[src/hdl/kchd_pkg.sv]
// Package for the key click / hold / multi-click detector.
// Holds the key mode encoding, register indexes and reset defaults.
// No dependencies.
package kchd_pkg;

    // Default sizing handed to the top level.
    localparam int KEYS_DEFAULT      = 4;
    localparam int TIME_BITS_DEFAULT = 16;

    // Widths of the configuration port and the threshold registers.
    localparam int CFG_INDEX_BITS = 2;
    localparam int CFG_DATA_BITS  = 16;
    localparam int STEP_BITS      = 8;
    localparam int THRESH_BITS    = 16;

    // Register values after reset.
    localparam logic [STEP_BITS-1:0]   TICK_STEP_RESET     = 8'd3;
    localparam logic [THRESH_BITS-1:0] PRESS_THRESH_RESET  = 16'd30;
    localparam logic [THRESH_BITS-1:0] HOLD_THRESH_RESET   = 16'd900;
    localparam logic [THRESH_BITS-1:0] INTERVAL_THRESH_RESET = 16'd300;

    // Per-key mode of the click machine.
    typedef enum logic [2:0] {
        MODE_RELEASE  = 3'd0,
        MODE_DITHER   = 3'd1,
        MODE_PRECLICK = 3'd2,
        MODE_INCLICK  = 3'd3,
        MODE_PRESS    = 3'd4,
        MODE_HOLD     = 3'd5,
        MODE_MULTI    = 3'd6
    } t_key_mode;

    // Configuration register indexes.
    typedef enum logic [CFG_INDEX_BITS-1:0] {
        REG_TICK_STEP       = 2'd0,
        REG_PRESS_THRESH    = 2'd1,
        REG_HOLD_THRESH     = 2'd2,
        REG_INTERVAL_THRESH = 2'd3
    } t_cfg_reg;

endpackage

[src/hdl/key_click_hold_multi_detector_unit.sv]
// A scan beat accepted while the output register is free or being taken shows its flags
// at o_valid in the next cycle, else it waits in the skid stage first. One scan beat per
// cycle while not stalled; key updates are short logic from state to output registers.
// Reset (i_rst_n low, synchronous): all keys in release, timers and flags cleared,
// registers back to their defaults, output and skid stage empty; no beat is taken
// while reset is held.
//
// Top level of the key click / hold / multi-click detector. Depends on kchd_pkg.
module key_click_hold_multi_detector_unit
    import kchd_pkg::*;
#(
    parameter int KEYS      = KEYS_DEFAULT,
    parameter int TIME_BITS = TIME_BITS_DEFAULT
) (
    input  logic                      i_clk,
    input  logic                      i_rst_n,
    // Scan beat input
    input  logic                      i_valid,
    output logic                      o_stall,
    input  logic [KEYS-1:0]           i_keys_pressed,
    // Flag beat output
    output logic                      o_valid,
    input  logic                      i_stall,
    output logic [KEYS-1:0]           o_press_flags,
    output logic [KEYS-1:0]           o_hold_flags,
    output logic [KEYS-1:0]           o_multi_flags,
    // Configuration writes
    input  logic                      i_cfg_valid,
    output logic                      o_cfg_ready,
    input  logic [CFG_INDEX_BITS-1:0] i_cfg_index,
    input  logic [CFG_DATA_BITS-1:0]  i_cfg_data
);

    localparam int CMP_BITS = (TIME_BITS > THRESH_BITS) ? TIME_BITS : THRESH_BITS;

    // Configuration registers
    logic [STEP_BITS-1:0]   r_tick_step;
    logic [THRESH_BITS-1:0] r_press_thresh;
    logic [THRESH_BITS-1:0] r_hold_thresh;
    logic [THRESH_BITS-1:0] r_interval_thresh;

    // Per-key state
    t_key_mode              r_key_mode   [KEYS];
    t_key_mode              n_key_mode   [KEYS];
    logic [TIME_BITS-1:0]   r_hold_timer [KEYS];
    logic [TIME_BITS-1:0]   n_hold_timer [KEYS];
    logic [TIME_BITS-1:0]   r_gap_timer  [KEYS];
    logic [TIME_BITS-1:0]   n_gap_timer  [KEYS];
    logic [KEYS-1:0]        r_flag_press, n_flag_press;
    logic [KEYS-1:0]        r_flag_hold,  n_flag_hold;
    logic [KEYS-1:0]        r_flag_multi, n_flag_multi;

    // Threshold comparisons on the updated timers
    logic [KEYS-1:0]        c_hold_gt_press;
    logic [KEYS-1:0]        c_hold_gt_hold;
    logic [KEYS-1:0]        c_gap_lt_interval;

    // Output register and skid stage
    logic                   r_out_valid;
    logic [KEYS-1:0]        r_out_press, r_out_hold, r_out_multi;
    logic                   r_skid_valid;
    logic [KEYS-1:0]        r_skid_press, r_skid_hold, r_skid_multi;

    logic                   in_accept;
    logic                   out_take;

    // Timer add that sticks at the all-ones value.
    function automatic logic [TIME_BITS-1:0] sat_add(input logic [TIME_BITS-1:0] a,
                                                     input logic [STEP_BITS-1:0] b);
        logic [TIME_BITS:0] sum;
        sum = {1'b0, a} + (TIME_BITS + 1)'(b);
        return sum[TIME_BITS] ? {TIME_BITS{1'b1}} : sum[TIME_BITS-1:0];
    endfunction

    // Handshakes: the input stalls while the skid stage is occupied or reset is held.
    assign o_stall     = r_skid_valid || !i_rst_n;
    assign in_accept   = i_valid && !o_stall;
    assign out_take    = r_out_valid && !i_stall;
    assign o_cfg_ready = i_rst_n;

    assign o_valid       = r_out_valid;
    assign o_press_flags = r_out_press;
    assign o_hold_flags  = r_out_hold;
    assign o_multi_flags = r_out_multi;

    // Configuration register writes.
    always_ff @(posedge i_clk) begin
        if (!i_rst_n) begin
            r_tick_step       <= TICK_STEP_RESET;
            r_press_thresh    <= PRESS_THRESH_RESET;
            r_hold_thresh     <= HOLD_THRESH_RESET;
            r_interval_thresh <= INTERVAL_THRESH_RESET;
        end else if (i_cfg_valid && o_cfg_ready) begin
            unique case (t_cfg_reg'(i_cfg_index))
                REG_TICK_STEP:       r_tick_step       <= i_cfg_data[STEP_BITS-1:0];
                REG_PRESS_THRESH:    r_press_thresh    <= i_cfg_data;
                REG_HOLD_THRESH:     r_hold_thresh     <= i_cfg_data;
                REG_INTERVAL_THRESH: r_interval_thresh <= i_cfg_data;
            endcase
        end
    end

    // Timer update for every key, followed by the threshold compares.
    always_comb begin
        for (int k = 0; k < KEYS; k++) begin
            n_hold_timer[k] = r_hold_timer[k];
            if (!i_keys_pressed[k] && r_key_mode[k] != MODE_DITHER
                    && r_key_mode[k] != MODE_HOLD) begin
                n_hold_timer[k] = '0;
            end
            if (i_keys_pressed[k]) begin
                n_hold_timer[k] = sat_add(r_hold_timer[k], r_tick_step);
            end
            if (r_key_mode[k] == MODE_PRECLICK || r_key_mode[k] == MODE_INCLICK) begin
                n_gap_timer[k] = sat_add(r_gap_timer[k], r_tick_step);
            end else begin
                n_gap_timer[k] = '0;
            end
            c_hold_gt_press[k]   = CMP_BITS'(n_hold_timer[k]) > CMP_BITS'(r_press_thresh);
            c_hold_gt_hold[k]    = CMP_BITS'(n_hold_timer[k]) > CMP_BITS'(r_hold_thresh);
            c_gap_lt_interval[k] = CMP_BITS'(n_gap_timer[k]) < CMP_BITS'(r_interval_thresh);
        end
    end

    // Next mode of each key's machine.
    always_comb begin
        for (int k = 0; k < KEYS; k++) begin
            n_key_mode[k] = r_key_mode[k];
            unique case (r_key_mode[k])
                MODE_DITHER: begin
                    if (c_hold_gt_hold[k]) begin
                        n_key_mode[k] = MODE_HOLD;
                    end else if (!i_keys_pressed[k]) begin
                        n_key_mode[k] = c_hold_gt_press[k] ? MODE_PRECLICK : MODE_RELEASE;
                    end
                end
                MODE_PRECLICK: begin
                    if (!c_gap_lt_interval[k]) begin
                        n_key_mode[k] = MODE_PRESS;
                    end else if (c_hold_gt_press[k]) begin
                        n_key_mode[k] = MODE_MULTI;
                    end
                end
                MODE_INCLICK: begin
                    // A second click that is quick and long enough starts another multi.
                    n_key_mode[k] = (c_gap_lt_interval[k] && c_hold_gt_press[k])
                                    ? MODE_MULTI : MODE_RELEASE;
                end
                MODE_PRESS, MODE_HOLD: begin
                    if (!i_keys_pressed[k]) begin
                        n_key_mode[k] = MODE_RELEASE;
                    end
                end
                MODE_MULTI: begin
                    if (!i_keys_pressed[k]) begin
                        n_key_mode[k] = MODE_INCLICK;
                    end
                end
                default: begin
                    // Release, and any code that reset cannot produce.
                    n_key_mode[k] = i_keys_pressed[k] ? MODE_DITHER : MODE_RELEASE;
                end
            endcase
        end
    end

    // Sticky event flags, cleared whenever a key sits in release.
    always_comb begin
        n_flag_press = r_flag_press;
        n_flag_hold  = r_flag_hold;
        n_flag_multi = r_flag_multi;
        for (int k = 0; k < KEYS; k++) begin
            unique case (r_key_mode[k])
                MODE_DITHER, MODE_PRECLICK, MODE_MULTI: begin
                end
                MODE_INCLICK: begin
                    if (!(c_gap_lt_interval[k] && c_hold_gt_press[k])) begin
                        n_flag_multi[k] = 1'b1;
                    end
                end
                MODE_PRESS: begin
                    n_flag_press[k] = 1'b1;
                end
                MODE_HOLD: begin
                    if (!i_keys_pressed[k]) begin
                        n_flag_hold[k] = 1'b1;
                    end
                end
                default: begin
                    n_flag_press[k] = 1'b0;
                    n_flag_hold[k]  = 1'b0;
                    n_flag_multi[k] = 1'b0;
                end
            endcase
        end
    end

    // Key state advances once per accepted scan beat.
    always_ff @(posedge i_clk) begin
        if (!i_rst_n) begin
            for (int k = 0; k < KEYS; k++) begin
                r_key_mode[k]   <= MODE_RELEASE;
                r_hold_timer[k] <= '0;
                r_gap_timer[k]  <= '0;
            end
            r_flag_press <= '0;
            r_flag_hold  <= '0;
            r_flag_multi <= '0;
        end else if (in_accept) begin
            for (int k = 0; k < KEYS; k++) begin
                r_key_mode[k]   <= n_key_mode[k];
                r_hold_timer[k] <= n_hold_timer[k];
                r_gap_timer[k]  <= n_gap_timer[k];
            end
            r_flag_press <= n_flag_press;
            r_flag_hold  <= n_flag_hold;
            r_flag_multi <= n_flag_multi;
        end
    end

    // Output register with a skid stage behind it.
    always_ff @(posedge i_clk) begin
        if (!i_rst_n) begin
            r_out_valid  <= 1'b0;
            r_skid_valid <= 1'b0;
        end else if (r_skid_valid) begin
            if (out_take) begin
                r_out_valid  <= 1'b1;
                r_skid_valid <= 1'b0;
            end
        end else if (in_accept) begin
            if (!r_out_valid || out_take) begin
                r_out_valid <= 1'b1;
            end else begin
                r_skid_valid <= 1'b1;
            end
        end else if (out_take) begin
            r_out_valid <= 1'b0;
        end
    end

    // Payload moves with the valid bits above.
    always_ff @(posedge i_clk) begin
        if (r_skid_valid) begin
            if (out_take) begin
                r_out_press <= r_skid_press;
                r_out_hold  <= r_skid_hold;
                r_out_multi <= r_skid_multi;
            end
        end else if (in_accept) begin
            if (!r_out_valid || out_take) begin
                r_out_press <= n_flag_press;
                r_out_hold  <= n_flag_hold;
                r_out_multi <= n_flag_multi;
            end else begin
                r_skid_press <= n_flag_press;
                r_skid_hold  <= n_flag_hold;
                r_skid_multi <= n_flag_multi;
            end
        end
    end

endmodule

[config.mk]
export PLATFORM = sky130hd
export DESIGN_NAME = key_click_hold_multi_detector_unit
export DESIGN_NICKNAME = d
export VERILOG_FILES = /design/src/hdl/kchd_pkg.sv /design/src/hdl/key_click_hold_multi_detector_unit.sv
export SDC_FILE = /design/constraint.sdc
export NUM_CORES = 1
export LEC_CHECK = 0
export BUFFER_PORTS_ARGS = -buffer_cell sky130_fd_sc_hd__buf_2
export CAP_MARGIN = 20
export CORE_UTILIZATION = 25
export CTS_CLUSTER_DIAMETER = 80
export DETAILED_ROUTE_END_ITERATION = 8
export HOLD_SLACK_MARGIN = 0.03
export PLACE_DENSITY_LB_ADDON = 0.12
export SYNTH_ARGS = -nofsm -noshare
export SYNTH_HDL_FRONTEND = slang
export SYNTH_SLANG_ARGS = --single-unit
[constraint.sdc]
create_clock -name i_clk -period 9.2 [get_ports i_clk]
set_input_delay 1.38 -clock i_clk [delete_from_list [all_inputs] [get_ports i_clk]]
set_output_delay 1.38 -clock i_clk [all_outputs]
set_load 0.05 [all_outputs]
==> metrics.md, run 1 <==
| Metric | Value |
|---|---|
| Status | `completed` |
| Req. time, crit path | `between 9000 and 10000 ps` |
| Highest clock rate | `0.180 GHz` |
| Worst slew margin | `a little under a third` |
| Root buffer cell | `clkbuf_16` |
| Post-route insts no fill | `between 3000 and 4000` |
| Total GRT Usage | `between 10% and 20%` |
| Slew @ Worst Pin | `around 1000 ps` |
| Final setup viols | `0` |
| Crit path arrival time | `around 5800 ps` |
| Dpl cells | `around 3100` |
| Die area | `between 70000 and 80000 µm²` |
| Cts bufs inserted | `35` |
| Register area share after synthesis | `33.7%` |
| Pleak | `between 8 and 9 nW` |
| Commonest cells after routing, fill and taps aside | `267 x nor2_1, 256 x ha_1, 233 x nand2_1` |
| Worst-path clk slew | `roughly 60 ps` |
| Antenna diode count | `0` |
| Power, Total | `between 3 and 4 mW` |
| Critical path's slowest cell | `o311ai_0` |
| Final worst path period share | `slightly above 60%` |
| Post-synth EDFFs | `164` |
| Largest net degree at the start of global routing | `64` |
| Crit path depth | `16` |
| Clk sinks | `around 230` |
| Synth Net Count | `2461` |
| Io pins | `42` |
| Setup TNS | `0 ps` |
| Final net count | `2481` |
| IO Port Bufs | `between 40 and 50` |
| Rows | `100` |
| Synth Instances | `2170` |
| Crit-path cells | `ha_1 > fa_1 > a21oi_1 > nand4b_1 > nand3_1 > nor3b_1 > nand3_1 > mux2i_1 > nor2_1 > ha_1 > and4_1 > nand3_1 > o311ai_0 > nand2_1 > and3_1 > a41oi_1` |
| Hold WC Path Type | `flip-flop to flip-flop` |
| Most used cell along the critical path | `nand3_1` |
| Max_cap viols | `0` |
| Syn Std Cell Area | `about 19000 µm²` |
| Via count | `approximately 16000` |
| Endpoint class of the critical path | `flip-flop` |
| Hold path depth | `2` |
| Clk buf depth | `3` |
| Ys flop type | `edfxtp_1` |
| Placed Area | `20000 µm²` |
| Critical path class | `flip-flop to flip-flop` |
| CTS tree | `yes` |
| RD Place Congestion | `0.845` |
| Routed WL per cell | `approximately 20 µm` |
| Delay-heaviest family, CP | `simple AND/OR/NAND/NOR gates` |
| ANT nets after route | `0` |
| Setup repair bufs after CTS | `0` |
| Syn_area_per_cell | `roughly 8.6 µm²` |
| Most common cell after layout, fill and taps aside | `nor2_1` |
| Final Hold Fails | `0` |
| Die height | `approximately 280 µm` |
| Max Transition Viols Final | `0` |
| CP Launch Type | `flip-flop` |
| CTS H-Tree Depth | `2` |
| # fillers | `between 7000 and 8000` |
| Pwr dens | `159 nW/µm²` |
| Total gr overflow | `0` |
| Pre-antenna DRT Iters | `7` |
| Dpl hpwl | `48.6 mm` |
| Peak VDD IR | `roughly 0.00009 V` |
| Post-synth ARST share | `0%` |
| Final Cell Area | `21200 µm²` |
| Synth area leader | `edfxtp_1` |
| Ys Warns | `0` |
| Worst skew pair latency | `550 ps` |
| Cells on worst reg2reg path | `16` |
| Initial antenna violation count | `5` |
| Fin Hold WS | `between 400 and 500 ps` |
| Netlist cell types | `79` |
| Post-synthesis register bit count | `234` |
| First-pass GRT wire length | `~97 mm` |
| Synth top area share | `about a quarter` |
| Worst clock skew | `between 15 and 20 ps` |
| Total Routed Length | `between 60 and 70 mm` |
| Width of the chip | `~280 µm` |
| Top post-synthesis cells by area | `edfxtp_1 26%, ha_1 17%, dfxtp_1 7.5%, a21oi_1 5.5%, nor2_1 5.3%` |
| Starting Density | `approximately 25%` |
| Share of cells above drive strength 1 | `under 10%` |
| RSZ-0062 raised after global routing | `no` |
| Post-CTS Hold Buffers | `0` |
| CP Max Fanout | `9` |
| CORE AREA | `roughly 74000 µm²` |
| Vias in the first global route | `around 16000` |
| Worst path max stage delay | `820 ps` |
| Via density per instance | `around 5.2` |
| # DRC | `0` |
| Worst path bufs/invs | `0` |
| Area delta synth->final | `13.1%` |
| Iteration-0 DRC Markers | `approximately 1200` |
| Post-CTS sizing | `0` |
| Final Critical Period | `approximately 5600 ps` |
==> final timing paths <==
kind                                      startpoint                    to  slack, ps
worst max-delay path                  r_tick_step[0]      r_key_mode[1][1]       3650
worst min-delay path            r_interval_thresh[1]  r_interval_thresh[1]        470
worst max register to register        r_tick_step[0]      r_key_mode[1][1]       3650
worst min register to register  r_interval_thresh[1]  r_interval_thresh[1]        470
==> worst reg2reg max path, cell delays in order (launching register included) <==
cell	delay [ps]
dfxtp_1	670
ha_1	300
fa_1	240
a21oi_1	110
nand4b_1	230
nand3_1	200
nor3b_1	750
nand3_1	190
mux2i_1	220
nor2_1	100
ha_1	290
and4_1	230
nand3_1	120
o311ai_0	820
nand2_1	160
and3_1	220
a41oi_1	350
==> registers in the layout, indices dropped and copies added (netlist names) <==
signal             count
o_valid                1
r_hold_timer          64
r_interval_thresh     16
r_flag_multi           4
o_hold_flags           4
r_gap_timer           64
r_hold_thresh         16
r_skid_hold            4
o_multi_flags          4
r_key_mode            12
r_tick_step            8
o_press_flags          4
r_skid_press           4
r_press_thresh        16
r_skid_multi           4
r_flag_hold            4
r_flag_press           4
r_skid_valid           1
==> power by group <==
group,internal (mW),switching (mW)
Combinational,0.256,0.470
Sequential,1.20,0.0644
Clock,0.818,0.557
Total,2.28,1.09
==> layout make-up <==
cell class                 instances  area (µm²)  share of cell area, %
clock buffer                      44         981                   4.62
clock inverter                    19         186                  0.879
inverter                          83         312                   1.47
multi-input combinational       1775       11800                   55.8
sequential                       234        6330                   29.8
tap                              969        1210                   5.71
timing repair buffer              61         353                   1.66
==> cell usage after synthesis, types with 7 or more instances <==
cell and instances:
nor2_1 267, ha_1 256, nand2_1 234, a21oi_1 207
edfxtp_1 164, o21ai_0 95, inv_1 83, nor3_1 78
clkbuf_1 72, dfxtp_1 70, nand3_1 55, a21o_1 53
a21boi_0 50, nand4_1 36, xnor2_1 31, a211oi_1 27
o211ai_1 27, nor2b_1 26, xor2_1 24, mux2i_1 23
nand2b_1 23, nor4_1 22, o21a_1 22, a31oi_1 19
and2_1 19, and3_1 18, o21bai_1 14, o31ai_1 11
fa_1 8, or2_2 8, a31o_2 7, nor3b_1 7
o22ai_1 7
==> metal layers <==
| layer | global-route usage [%] | up-vias | routed length (µm) |
|---|---|---|---|
| li1 | - | 8088 | - |
| met1 | 23.1 | 7920 | 31100 |
| met2 | 27.1 | 385 | 28500 |
| met3 | 2.48 | 86 | 2940 |
| met4 | 4.53 | 2 | 1490 |
| met5 | 0 | - | 13 |
==> stage by stage <==
step | util (%) | setup WS (ps)
finish | 28.5 | 3650
global route | 28.5 | 3220
CTS | 28.5 | 3390
detailed placement | 27.0 | 3400
global placement | 27.0 | 3400
floorplan | - | 3560
==> cells by family (layout without fill, tap and decap cells) <==
kind of cell	Yosys count	after routing	share of synthesized area (%)
and+or+nand+nor	829	829	20.5
AOI/OAI and AO/OA	598	598	20.4
adders and majority gates	264	264	17.9
DFF	234	234	33.7
buffers and inverters	161	207	3.31
xor gates and xnor gates	55	55	2.57
muxes	29	29	1.59
(Power assumes the default switching activity.)
==> run 2: changes to the inputs <==
==> constraint.sdc (replaced) <==
create_clock -name i_clk -period 5.6 [get_ports i_clk]
set_input_delay 0.84 -clock i_clk [delete_from_list [all_inputs] [get_ports i_clk]]
set_output_delay 0.84 -clock i_clk [all_outputs]
set_load 0.05 [all_outputs]
==> run 2 against run 1 <==
Critical path depth grew 1; cell count increased by 0.91%; sequential cell count did not move; core utilization grew 0.33 points; critical endpoint is now o_multi_flags[1]; largest cell class unchanged; largest power group unchanged.
==> metrics.md, run 2 (same netlist as run 1, synthesis figures left out) <==
| Metric | Value |
|---|---|
| Root buffer cell | `clkbuf_16 (unchanged)` |
| Crit path arrival time | `5480 ps (was 5760 ps)` |
| Clk sinks | `234 (unchanged)` |
| Status | `completed (unchanged)` |
| Via density per instance | `5.15 (was 5.17)` |
| Clk buf depth | `3 (unchanged)` |
| Sequential standard cell area | `6330 µm² (about the same)` |
| Worst clock skew | `17.3 ps (was 15.5 ps)` |
| Endpoint class of the critical path | `flip-flop (unchanged)` |
| Gate power share | `21.8% (was 21.6%)` |
| Rows | `100 (unchanged)` |
| Die height | `276 µm (unchanged)` |
| Delay-heaviest family, CP | `compound AO/OA/AOI/OAI gates (was simple AND/OR/NAND/NOR gates)` |
| Max_cap viols | `0 (unchanged)` |
| Slew @ Worst Pin | `1170 ps (was 1040 ps)` |
| Max Transition Viols Final | `0 (unchanged)` |
| Critical path's slowest cell | `dfxtp_1 (was o311ai_0)` |
| Global routing met3 resource utilization | `2.65% (was 2.48%)` |
| Req. time, crit path | `5880 ps (was 9400 ps)` |
| Final Critical Period | `5200 ps (was 5550 ps)` |
| Width of the chip | `276 µm (unchanged)` |
| Final Hold Fails | `0 (unchanged)` |
| Dpl cells | `3146 (was 3121)` |
| Switch share | `32.3% (was 32.4%)` |
| Total gr overflow | `0 (unchanged)` |
| Pleak | `8.67 nW (was 8.51 nW)` |
| Starting Density | `25.2% (unchanged)` |
| Net Switching | `1.82 mW (was 1.09 mW)` |
| Clock share of power | `41.3% (was 40.8%)` |
| Commonest cells after routing, fill and taps aside | `267 x nor2_1, 256 x ha_1, 233 x nand2_1 (unchanged)` |
| Setup TNS | `0 ps (unchanged)` |
| ANT nets after route | `0 (unchanged)` |
| CORE AREA | `74300 µm² (unchanged)` |
| CP Max Fanout | `6 (was 9)` |
| Hold WC Path Type | `flip-flop to flip-flop (unchanged)` |
| Final core occ | `28.9% (was 28.5%)` |
| Highest clock rate | `0.192 GHz (was 0.180 GHz)` |
| CTS H-Tree Depth | `2 (unchanged)` |
| Total Routed Length | `67.5 mm (was 64.0 mm)` |
| Initial antenna violation count | `4 (was 5)` |
| Cts bufs inserted | `36 (was 35)` |
| CP Launch Type | `flip-flop (unchanged)` |
| GR Util met2 | `27.9% (was 27.1%)` |
| Crit-path cells | `buf_4 > ha_1 > a21oi_1 > o21bai_1 > a21oi_1 > nor4_1 > a31oi_1 > a211oi_1 > ha_1 > nand4_1 > nor3_1 > o211a_1 > a2111oi_1 > buf_4 > nand4_1 > a21oi_1 > o31ai_1 (was ha_1 > fa_1 > a21oi_1 > nand4b_1 > nand3_1 > nor3b_1 > nand3_1 > mux2i_1 > nor2_1 > ha_1 > and4_1 > nand3_1 > o311ai_0 > nand2_1 > and3_1 > a41oi_1)` |
| RSZ-0062 raised after global routing | `no (unchanged)` |
| Worst path bufs/invs | `2 (was 0)` |
| Worst-path clk slew | `60 ps (about the same)` |
| Final net count | `2506 (was 2481)` |
| Via count | `16600 (was 16500)` |
| Worst slew margin | `21.5% (was 30.3%)` |
| Area delta synth->final | `14.4% (was 13.1%)` |
| Post-CTS Hold Buffers | `0 (unchanged)` |
| Area taken by multi-input logic gates | `11800 µm² (about the same)` |
| Iteration-0 DRC Markers | `1124 (was 1207)` |
| M1 GR Usage | `24.8% (was 23.1%)` |
| Power, Total | `5.63 mW (was 3.37 mW)` |
| Share of power burned in registers | `36.9% (was 37.6%)` |
| Io pins | `42 (unchanged)` |
| Dpl hpwl | `49.0 mm (was 48.6 mm)` |
| Vias in the first global route | `16100 (about the same)` |
| Final worst path period share | `92.8% (was 60.3%)` |
| Share of cells above drive strength 1 | `7.98% (was 6.95%)` |
| Biggest regs | `r_gap_timer: 64 flops, r_hold_timer: 64 flops (unchanged)` |
| IO Port Bufs | `41 (unchanged)` |
| Power Internal | `3.81 mW (was 2.28 mW)` |
| Fin Hold WS | `466 ps (was 468 ps)` |
| Total GRT Usage | `17.7% (was 16.8%)` |
| Pwr dens | `262 nW/µm² (was 159 nW/µm²)` |
| Most used cell along the critical path | `a21oi_1 (was nand3_1)` |
| Die area | `76100 µm² (unchanged)` |
| Peak VDD IR | `0.000164 V (was 0.0000921 V)` |
| Worst path max stage delay | `650 ps (was 820 ps)` |
| # fillers | `7930 (was 7907)` |
| Critical path class | `flip-flop to flip-flop (unchanged)` |
| Busiest layer in global routing | `met2 (unchanged)` |
| Pre-antenna DRT Iters | `5 (was 7)` |
| RD Place Congestion | `0.852 (was 0.845)` |
| Final setup viols | `0 (unchanged)` |
| Post-route insts no fill | `3214 (was 3185)` |
| Setup repair bufs after CTS | `0 (unchanged)` |
| Post-CTS sizing | `0 (unchanged)` |
| Largest net degree at the start of global routing | `65 (was 64)` |
| # DRC | `0 (unchanged)` |
| First-pass GRT wire length | `101 mm (was 96.7 mm)` |
| Worst skew pair latency | `560 ps (was 550 ps)` |
| Routed WL per cell | `21.0 µm (was 20.1 µm)` |
| CTS tree | `yes (unchanged)` |
| Most common cell after layout, fill and taps aside | `nor2_1 (unchanged)` |
[run 2: cell type report]
cell class                 instances  area share (%)
timing repair buffer              85            2.61
clock buffer                      49            5.01
multi-input combinational       1775            55.2
clock inverter                    17           0.589
tap                              969            5.65
inverter                          83            1.45
sequential                       234            29.5
antenna                            2          0.0233
[run 2: through the flow]
stage          cell area (µm²)  setup WS (ps)
6_report                 21500            401
5_1_grt                  21500           63.3
4_1_cts                  21500            263
3_5_place_dp             20300            292
3_3_place_gp             20300            367
2_1_floorplan            18800            499
[run 2: path summary, 6_finish.rpt]
path,cells past startpoint,slack [ps],endpoint,start
setup / recovery,17,400,o_multi_flags[1],r_tick_step[2]
hold / removal,2,470,r_press_thresh[6],r_press_thresh[6]
setup reg to reg,17,400,o_multi_flags[1],r_tick_step[2]
hold reg to reg,2,470,r_press_thresh[6],r_press_thresh[6]
[run 2: power groups by stage]
| stage | sequential [mW] | clock [mW] | combinational [mW] |
|---|---|---|---|
| finish | 2.08 | 2.33 | 1.23 |
| global route | 2.09 | 2.46 | 1.38 |
| CTS | 2.08 | 2.41 | 1.24 |
| detailed placement | 2.11 | 0 | 1.23 |
| global placement | 2.11 | 0 | 1.22 |
| floorplan | 2.09 | 0 | 0.835 |
[run 2: worst min-delay path, cell delays in order, from the launching register on]
cell	delay, ps
dfxtp_1	310
nand2_1	50
a21boi_0	60
[run 2: layer usage]
layer  up-vias  share of wire [%]
met5         -                  0
met4         0                2.9
met3        79                5.1
met2       399                 44
met1      7947                 48
li1       8129                  -
